<file path="src/sv/present_pkg.sv">
// ----------------------------------------------------------------------------
// present_pkg
// Shared types, constants and round functions for the PRESENT encrypt pipeline.
// ----------------------------------------------------------------------------
package present_pkg;

  localparam int unsigned NumRoundKeysDef = 32;
  localparam int unsigned BlockW          = 64;
  localparam int unsigned KeyHalfW        = 64;
  localparam int unsigned CtrW            = 5;
  localparam int unsigned CfgIdxW         = 2;

  typedef enum logic [CfgIdxW-1:0] {
    CfgKeyUpper = 2'd0,
    CfgKeyLower = 2'd1,
    CfgKeyMode  = 2'd2,
    CfgUnused   = 2'd3
  } cfg_idx_e;

  // One pipeline slot: valid, schedule mode, cipher state and key register.
  typedef struct packed {
    logic                vld;
    logic                wide;
    logic [BlockW-1:0]   st;
    logic [KeyHalfW-1:0] hi;
    logic [KeyHalfW-1:0] lo;
  } pres_lane_t;

  function automatic logic [3:0] sbox4(input logic [3:0] x);
    logic [3:0] y;
    unique case (x)
      4'h0: y = 4'hc;
      4'h1: y = 4'h5;
      4'h2: y = 4'h6;
      4'h3: y = 4'hb;
      4'h4: y = 4'h9;
      4'h5: y = 4'h0;
      4'h6: y = 4'ha;
      4'h7: y = 4'hd;
      4'h8: y = 4'h3;
      4'h9: y = 4'he;
      4'ha: y = 4'hf;
      4'hb: y = 4'h8;
      4'hc: y = 4'h4;
      4'hd: y = 4'h7;
      4'he: y = 4'h1;
      4'hf: y = 4'h2;
      default: y = 4'h0;
    endcase
    return y;
  endfunction

  function automatic logic [BlockW-1:0] sub_nibbles(input logic [BlockW-1:0] x);
    logic [BlockW-1:0] y;
    y = '0;
    for (int n = 0; n < BlockW / 4; n++) begin
      y[4*n +: 4] = sbox4(x[4*n +: 4]);
    end
    return y;
  endfunction

  // Bit b moves to (b mod 4) * 16 + b / 4.
  function automatic logic [BlockW-1:0] permute_bits(input logic [BlockW-1:0] x);
    logic [BlockW-1:0] y;
    y = '0;
    for (int b = 0; b < BlockW; b++) begin
      y[(b % 4) * 16 + b / 4] = x[b];
    end
    return y;
  endfunction

  function automatic logic [BlockW-1:0] round_key(input logic                wide,
                                                  input logic [KeyHalfW-1:0] hi,
                                                  input logic [KeyHalfW-1:0] lo);
    logic [BlockW-1:0] rk;
    rk = wide ? hi : {hi[15:0], lo[63:16]};
    return rk;
  endfunction

endpackage

</file>
<file path="src/sv/present_round.sv">
// ----------------------------------------------------------------------------
// present_round
// One registered cipher round: key add, S-box layer, bit permutation, and
// the matching 80/128-bit key schedule step.
// ----------------------------------------------------------------------------
module present_round #(
  parameter int unsigned Round = 0
) (
  input  logic                    clk_i,
  input  logic                    rst_ni,
  input  present_pkg::pres_lane_t lane_i,
  output present_pkg::pres_lane_t lane_o
);
  import present_pkg::*;

  localparam logic [CtrW-1:0] Ctr = CtrW'(Round + 1);

  pres_lane_t lane_d;

  logic                vld_q;
  logic                wide_q;
  logic [BlockW-1:0]   st_q;
  logic [KeyHalfW-1:0] hi_q, lo_q;

  logic [KeyHalfW-1:0] nh_w, nl_w, nh_n, nl_n;

  always_comb begin
    // 128-bit schedule
    nh_w          = {lane_i.hi[2:0], lane_i.lo[63:3]};
    nl_w          = {lane_i.lo[2:0], lane_i.hi[63:3]};
    nh_w[63:60]   = sbox4(nh_w[63:60]);
    nh_w[59:56]   = sbox4(nh_w[59:56]);
    nh_w[2:0]     = nh_w[2:0] ^ Ctr[4:2];
    nl_w[63:62]   = nl_w[63:62] ^ Ctr[1:0];
    // 80-bit schedule, upper part kept in hi[15:0]
    nh_n          = {48'd0, lane_i.lo[18:3]};
    nh_n[15:12]   = sbox4(nh_n[15:12]);
    nl_n          = {lane_i.lo[2:0], lane_i.hi[15:0], lane_i.lo[63:19]};
    nl_n[19:15]   = nl_n[19:15] ^ Ctr;

    lane_d.vld  = lane_i.vld;
    lane_d.wide = lane_i.wide;
    lane_d.st   = permute_bits(sub_nibbles(lane_i.st ^
                                           round_key(lane_i.wide, lane_i.hi, lane_i.lo)));
    lane_d.hi   = lane_i.wide ? nh_w : nh_n;
    lane_d.lo   = lane_i.wide ? nl_w : nl_n;
  end

  always_ff @(posedge clk_i or negedge rst_ni) begin
    if (!rst_ni) begin
      vld_q <= 1'b0;
    end else begin
      vld_q <= lane_d.vld;
    end
  end

  always_ff @(posedge clk_i) begin
    wide_q <= lane_d.wide;
    st_q   <= lane_d.st;
    hi_q   <= lane_d.hi;
    lo_q   <= lane_d.lo;
  end

  assign lane_o = '{vld: vld_q, wide: wide_q, st: st_q, hi: hi_q, lo: lo_q};

endmodule

</file>
<file path="config.mk">
export PLATFORM = sky130hd
export DESIGN_NAME = present_round
export DESIGN_NICKNAME = d
export VERILOG_FILES = /design/src/sv/present_pkg.sv /design/src/sv/present_round.sv
export SDC_FILE = /design/constraint.sdc
export NUM_CORES = 1
export LEC_CHECK = 0
export ABC_AREA = 1
export BUFFER_PORTS_ARGS = -buffer_cell sky130_fd_sc_hd__clkbuf_2
export CORE_AREA = 2 2 152 154
export CTS_CLUSTER_DIAMETER = 50
export DETAILED_ROUTE_END_ITERATION = 8
export DIE_AREA = 0 0 154 156
export PLACE_DENSITY_LB_ADDON = 0.25
export SLEW_MARGIN = 5
export SYNTH_ARGS = -nofsm -noshare
export SYNTH_HDL_FRONTEND = slang
export SYNTH_SLANG_ARGS = --single-unit
</file>
<file path="constraint.sdc">
create_clock -name clk_i -period 0.8 [get_ports clk_i]
set_input_delay 0.08 -clock clk_i [delete_from_list [all_inputs] [get_ports clk_i]]
set_output_delay 0.08 -clock clk_i [all_outputs]
set_load 0.05 [all_outputs]
</file>
==> results.toml, run 1 <==
[synthesis]
yosysUniqueCellTypes = 34
ys_seq_area_share_pct = 40.6
post_synth.cell_area_avg_um2 = 6.79
synth_seq_cells = 194
yosysWarnings = 0
synth.net_count = 1648
netlist_instances = 1409
netlist_area_mm2 = 0.00957

[global_route]
grt_antenna_before_repair = 13
gr-total-overflow = 9
track_usage_pct = 66.5
grt_max_degree = 21

[placement]
dp_hpwl_um = 23600
place_congestion = 0.884
port_buffers = 389

[die]
pin_count = 390
start_util_pct = 42.8
die_y_um = 156
std_cell_rows = 55
die_x_um = 154

[sta]
worstEpCategory = "sequential cell input"
worstEndpointGrtRepair = "st_q[15]$_DFF_P_/D"

[run_status]
error = "[ERROR GRT-0232] Routing congestion too high. Check the congestion heatmap in the GUI."
lastStage = "global routing (5_1_grt)"
status = "stopped before the end"

[clock_network]
clock-sinks = 194
root_buffer = "clkbuf_16"
clock_path_buffers = 2
h-tree-depth = 4
cts_buffers = 17
==> through the flow <==
stage,cells,area (um^2),setup WS [ns],utilization (%)
after detailed placement,2216,13300,-0.772,59.6
after floorplan,1409,9980,-0.544,-
after CTS,2369,19200,-0.270,86.0
after global placement,2216,13300,-0.739,59.6
==> synthesized netlist by cell type <==
library cell	number	share of area [%]
nand2_1	651	26
o21a_1	2	0.16
nand3b_1	4	0.31
inv_1	181	7.1
clkbuf_1	3	0.12
o21ai_2	7	0.64
xnor2_1	4	0.37
buf_1	4	0.16
a31oi_1	1	0.065
inv_2	1	0.039
o211a_1	1	0.10
a211oi_1	2	0.16
ha_1	43	5.6
nand2_2	7	0.46
a21oi_1	54	2.8
xor2_1	11	1.0
nor3_1	1	0.052
o21ai_0	19	0.99
dfrtp_1	1	0.26
xnor2_2	1	0.17
nand3_1	127	6.6
buf_6	5	0.59
buf_2	7	0.37
o32ai_1	1	0.092
xor2_2	13	2.2
o21ai_1	12	0.63
o221ai_1	1	0.092
or2_2	7	0.46
a221oi_1	2	0.18
nor2_1	29	1.1
dfxtp_1	193	40
o22ai_1	1	0.065
buf_4	8	0.63
o211ai_1	5	0.39
==> routing by layer <==
layer | GRT usage (%) | GRT overflow
met3 | 49.2 | 0
met1 | 61.3 | 0
met4 | 69.8 | 3
met5 | 13.5 | 0
met2 | 89.9 | 6
==> logic make-up after synthesis <==
logic type	count (synthesis)	share of synthesized area, %
AND/OR/NAND/NOR	826	34.6
XOR/XNOR	29	3.75
flip-flops	194	40.6
AO/OA/AOI/OAI	108	6.39
adder cells (fa/ha/maj)	43	5.62
buffers and inverters	209	9.00
==> repair_timing <==
action,in CTS
gates cloned,15
buffers inserted,54
setup endpoints to repair,260
pin swaps,171
resized for setup,961
hold endpoints to repair,99
hold buffers,57
==> inputs of run 2 (changes only) <==
- CORE_AREA: 2 2 152 154 -> default
- CORE_UTILIZATION: default -> 40
- CTS_CLUSTER_DIAMETER: 50 -> default
- DIE_AREA: 0 0 154 156 -> default
- PLACE_DENSITY_LB_ADDON: 0.25 -> 0.15
==> run 2 against run 1 <==
Effect of this change: the flow now finishes, with violations (hold timing, setup timing); area after synthesis did not move; synthesized cell count did not move.
==> results.toml, run 2 <==
[sta]
whs_ns = -0.125
slew_violations = 0
finalCritPeriodShare_pct = 146
worst_slew_pin_slew_ns = 0.309
hold_viol_final = 32
rsz0062_at_grt = "yes"
max_freq_mhz = 857
min_period_ns = 1.17
finalSetupViolCount = 266
slew_headroom_pct = 79.3
setup_slack_ns = -0.367

[placement]
port_buffers = 389
dp.cells = 2248
pre_cts_ws_ns = -0.800
place_congestion = 0.861
dp_hpwl_um = 22900

[clock_network]
cts_buffers = 17
h-tree-depth = 4
clock_path_buffers = 2
path_clk_slew_ns = 0.10
clock-sinks = 194
root_buffer = "clkbuf_16"
cts_tree = "built"

[drt]
drtIter0Drc = 1002
drcViolationCount = 0
avgViaCountPerCell = 5.47
avgRoutedWirePerCell_um = 22.1
vias = 13300
drt_wl_total_um = 53600
ant_nets = 0
drtPass1Iterations = 8

[min_path]
hold_path.class = "in2reg"
min_from = "lane_i[27]"
hold_end = "hi_q[24]$_SDFF_PN0_"
min_delay_path_depth = 3

[worst_setup_path]
worstPathCellList = "buf_16 > buf_12 > clkinv_16 > buf_8 > nand2_8 > nand2_4 > nand2_2 > nand2_4 > ha_4 > nand2_2 > nand2_2 > nor2_1 > a21oi_1"
max_stage_delay_ns = 0.25
endpoint_kind = "register"
path_common_cell = "nand2_2"
critical_path.max_fanout = 7
cp-start-kind = "primary input"
critical_path_class = "in2reg"
cp.required_ns = 1.13
crit_arrival_ns = 1.50
cp_slowest_cell = "ha_4"

[die]
pin_count = 390
start_util_pct = 40.8
std_cell_rows = 56
core_mm2 = 0.0235
dieArea_mm2 = 0.0245
die_y_um = 157
die_x_um = 157

[synthesis]
netlist_instances = 1409
synth_seq_cells = 194
synth_top_cells_by_area = "dfxtp_1 (40%), nand2_1 (26%), inv_1 (7.1%), nand3_1 (6.6%), ha_1 (5.6%)"
synth.net_count = 1648
netlist_area_mm2 = 0.00957
synth_most_common_cell = "nand2_1"
synth_edf_count = 0
synth_xor_xnor_area_share_pct = 3.75
synthArstFlopShare_pct = 0.515
ys_seq_area_share_pct = 40.6
synth-simple-area-share_pct = 34.6
yosysUniqueCellTypes = 34
synth_common_cells = "nand2_1 (651), dfxtp_1 (193), inv_1 (181), nand3_1 (127), a21oi_1 (54)"
synth_compound_area_share_pct = 6.39
post_synth.cell_area_avg_um2 = 6.79
synthAdderAreaFrac_pct = 5.62
synth_top_flop_cell = "dfxtp_1"
yosysTopAreaCell = "dfxtp_1"
synth_top_family_by_area = "simple AND/OR/NAND/NOR gates"
synthMuxAreaShare_pct = 0
yosysWarnings = 0
synthDominantCellAreaShare_pct = 40.4

[global_route]
grt_max_degree = 20
track_usage_pct = 31.6
gr-total-overflow = 0
grt_antenna_before_repair = 4
grt_pass1_wl_um = 60300
grt_pass1_vias = 12100

[finish]
drive_above_1_share_pct = 64.7
layout_common_cells = "nand2_1 (343), dfxtp_2 (193), clkbuf_2 (192)"
final_util_pct = 90.7
stdcell_count = 2426
num-fill-cells = 869
finalNetCount = 2331
synthToLayoutAreaGrowth_pct = 122
top_regs = "hi_q (64), lo_q (64), st_q (64)"
final_common_cell = "nand2_1"

[pwr]
peakVddDrop_uv = 1430
power_leakage_nw = 10.9
p_per_area_mw_per_mm2 = 1900

[run_status]
violations = "hold timing, setup timing"
status = "finished, violations left"

[flow_run]
cap_violations = 0
==> run 2: cell counts after synthesis <==
Identical to the previous run, type by type.
==> run 2: how the worst max path moves through the flow <==
stage	slack, ns	startpoint	to
6_report	-0.37	lane_i[192]	st_q[1]$_DFF_P_
3_3_place_gp	-0.73	lane_i[192]	st_q[36]$_DFF_P_
4_1_cts	-0.27	vld_q$_DFF_PN0_	lane_o[193]
2_1_floorplan	-0.54	lane_i[192]	st_q[63]$_DFF_P_
3_5_place_dp	-0.80	lane_i[192]	st_q[36]$_DFF_P_
5_1_grt	-0.38	lane_i[192]	st_q[7]$_DFF_P_
==> run 2: kinds of logic after synthesis <==
kind of cell,after synthesis
adders and majority gates,43
DFF,194
AOI/OAI and AO/OA,108
xor gates and xnor gates,29
buffers and inverters,209
and+or+nand+nor,826
==> run 2: report_power, final <==
part           leakage, nW  internal (mW)  total (mW)  switching [mW]
Sequential            1.66           11.1        12.0           0.924
Combinational         8.93           8.63        19.5            10.8
Clock                0.273           4.17        8.87            4.71
Total                 10.9           23.9        40.3            16.5
==> run 2: per-stage QoR <==
stage / power (mW) / area, um^2 / TNS (ns)
after detailed placement: 22.8 / 13400 / -53.78
after CTS: 36.4 / 19100 / -55.96
after global routing: 41.5 / 21300 / -64.82
after global placement: 22.6 / 13400 / -51.53
after floorplan: 19.1 / 9980 / -26.10
final: 40.3 / 21300 / -58.93
==> run 2: cell type report <==
| type | count | area [um^2] | share of cell area [%] |
|---|---|---|---|
| clock inverter | 14 | 143 | 0.670 |
| multi-input combinational | 1006 | 7450 | 35.0 |
| sequential | 194 | 4130 | 19.4 |
| inverter | 182 | 757 | 3.56 |
| clock buffer | 18 | 429 | 2.02 |
| timing repair buffer | 688 | 7900 | 37.1 |
| antenna | 2 | 5.00 | 0.0235 |
| tap | 319 | 399 | 1.88 |
| timing repair inverter | 3 | 66.3 | 0.312 |
==> run 2: repair_timing <==
item                       CTS  global route
setup endpoints to repair  260           272
hold buffers                61             4
gates resized for setup    871           583
hold endpoints to repair    98            38
gates cloned                13             1
pin swaps                  112           149
setup buffers               47            33
==> run 2: per-layer routing <==
layer	part of all wire [%]	GRT usage (%)
met1	33	31.6
met2	50	57.5
met3	9.3	9.28
met4	8.3	19.1
met5	0.022	0
==> run 2: worst max-delay path: cells and delay by family <==
family,cells,cell delay [ns]
compound gates,1,0.07
simple gates,7,0.57
fa+ha+maj,1,0.25
buf+inv,4,0.52
Power figures use the tool's default switching activity.
==> inputs of run 3 (changes only) <==
- CORE_AREA: default -> 2 2 152 154
- CORE_UTILIZATION: 40 -> default
- DIE_AREA: default -> 0 0 154 156
==> run 3 against run 2 <==
Effect of this change: the run now fails in global routing (5_1_grt); area after synthesis stayed put; synthesized cell count stayed put.
==> results.toml, run 3 <==
[run_status]
status = "stopped before the end"
lastStage = "global routing (5_1_grt)"
error = "[ERROR GRT-0232] Routing congestion too high. Check the congestion heatmap in the GUI."

[synthesis]
synth.net_count = 1648
synth_seq_cells = 194
post_synth.cell_area_avg_um2 = 6.79
synthArstFlopShare_pct = 0.515
netlist_area_mm2 = 0.00957
yosysUniqueCellTypes = 34
synthDominantCellAreaShare_pct = 40.4
synth_common_cells = "nand2_1 (651), dfxtp_1 (193), inv_1 (181), nand3_1 (127), a21oi_1 (54)"
synth_top_flop_cell = "dfxtp_1"
synth_edf_count = 0
synth_most_common_cell = "nand2_1"
netlist_instances = 1409
synth_top_cells_by_area = "dfxtp_1 (40%), nand2_1 (26%), inv_1 (7.1%), nand3_1 (6.6%), ha_1 (5.6%)"
yosysTopAreaCell = "dfxtp_1"
yosysWarnings = 0
ys_seq_area_share_pct = 40.6

[placement]
place_area_mm2 = 0.0133
place_congestion = 0.885
dp_hpwl_um = 23100
port_buffers = 389

[sta]
worstEndpointGrtRepair = "st_q[38]$_DFF_P_/D"
worstEpCategory = "sequential cell input"

[clock_network]
root_buffer = "clkbuf_16"
clock_path_buffers = 2
clock-sinks = 194
cts_buffers = 17
h-tree-depth = 4

[die]
pin_count = 390
die_x_um = 154
std_cell_rows = 55
start_util_pct = 42.8
die_y_um = 156

[global_route]
track_usage_pct = 89.0
grt_max_degree = 20
gr-total-overflow = 1132
run 3: cell counts after synthesis:
No cell type changed its count.
run 3: repair_timing:
| action | in CTS |
|---|---|
| resized for setup | 1039 |
| endpoints found under the setup margin | 259 |
| setup buffers | 65 |
| hold buffers | 59 |
| endpoints found under the hold margin | 94 |
| gates cloned | 7 |
| pin swaps | 209 |
run 3: per-stage QoR:
step                TNS, ns  util (%)  setup WS, ns  cells  hold slack, ns
CTS                  -52.84      87.2        -0.286   2372          -0.168
detailed placement   -52.81      59.4        -0.783   2211          -0.143
global placement     -49.87      59.4        -0.766   2211          -0.144
floorplan            -26.10         -        -0.544   1409          -0.216
run 3: kinds of logic after synthesis:
logic type / after synthesis / synth area share (%)
xor gates and xnor gates: 29 / 3.75
adders and majority gates: 43 / 5.62
buffers and inverters: 209 / 9.00
DFF: 194 / 40.6
AOI/OAI and AO/OA: 108 / 6.39
and+or+nand+nor: 826 / 34.6
run 3: routing by layer:
metal | overflow | GRT usage [%]
met1 | 7 | 80.8
met3 | 8 | 64.6
met4 | 318 | 109
met2 | 799 | 116
met5 | 0 | 14.7
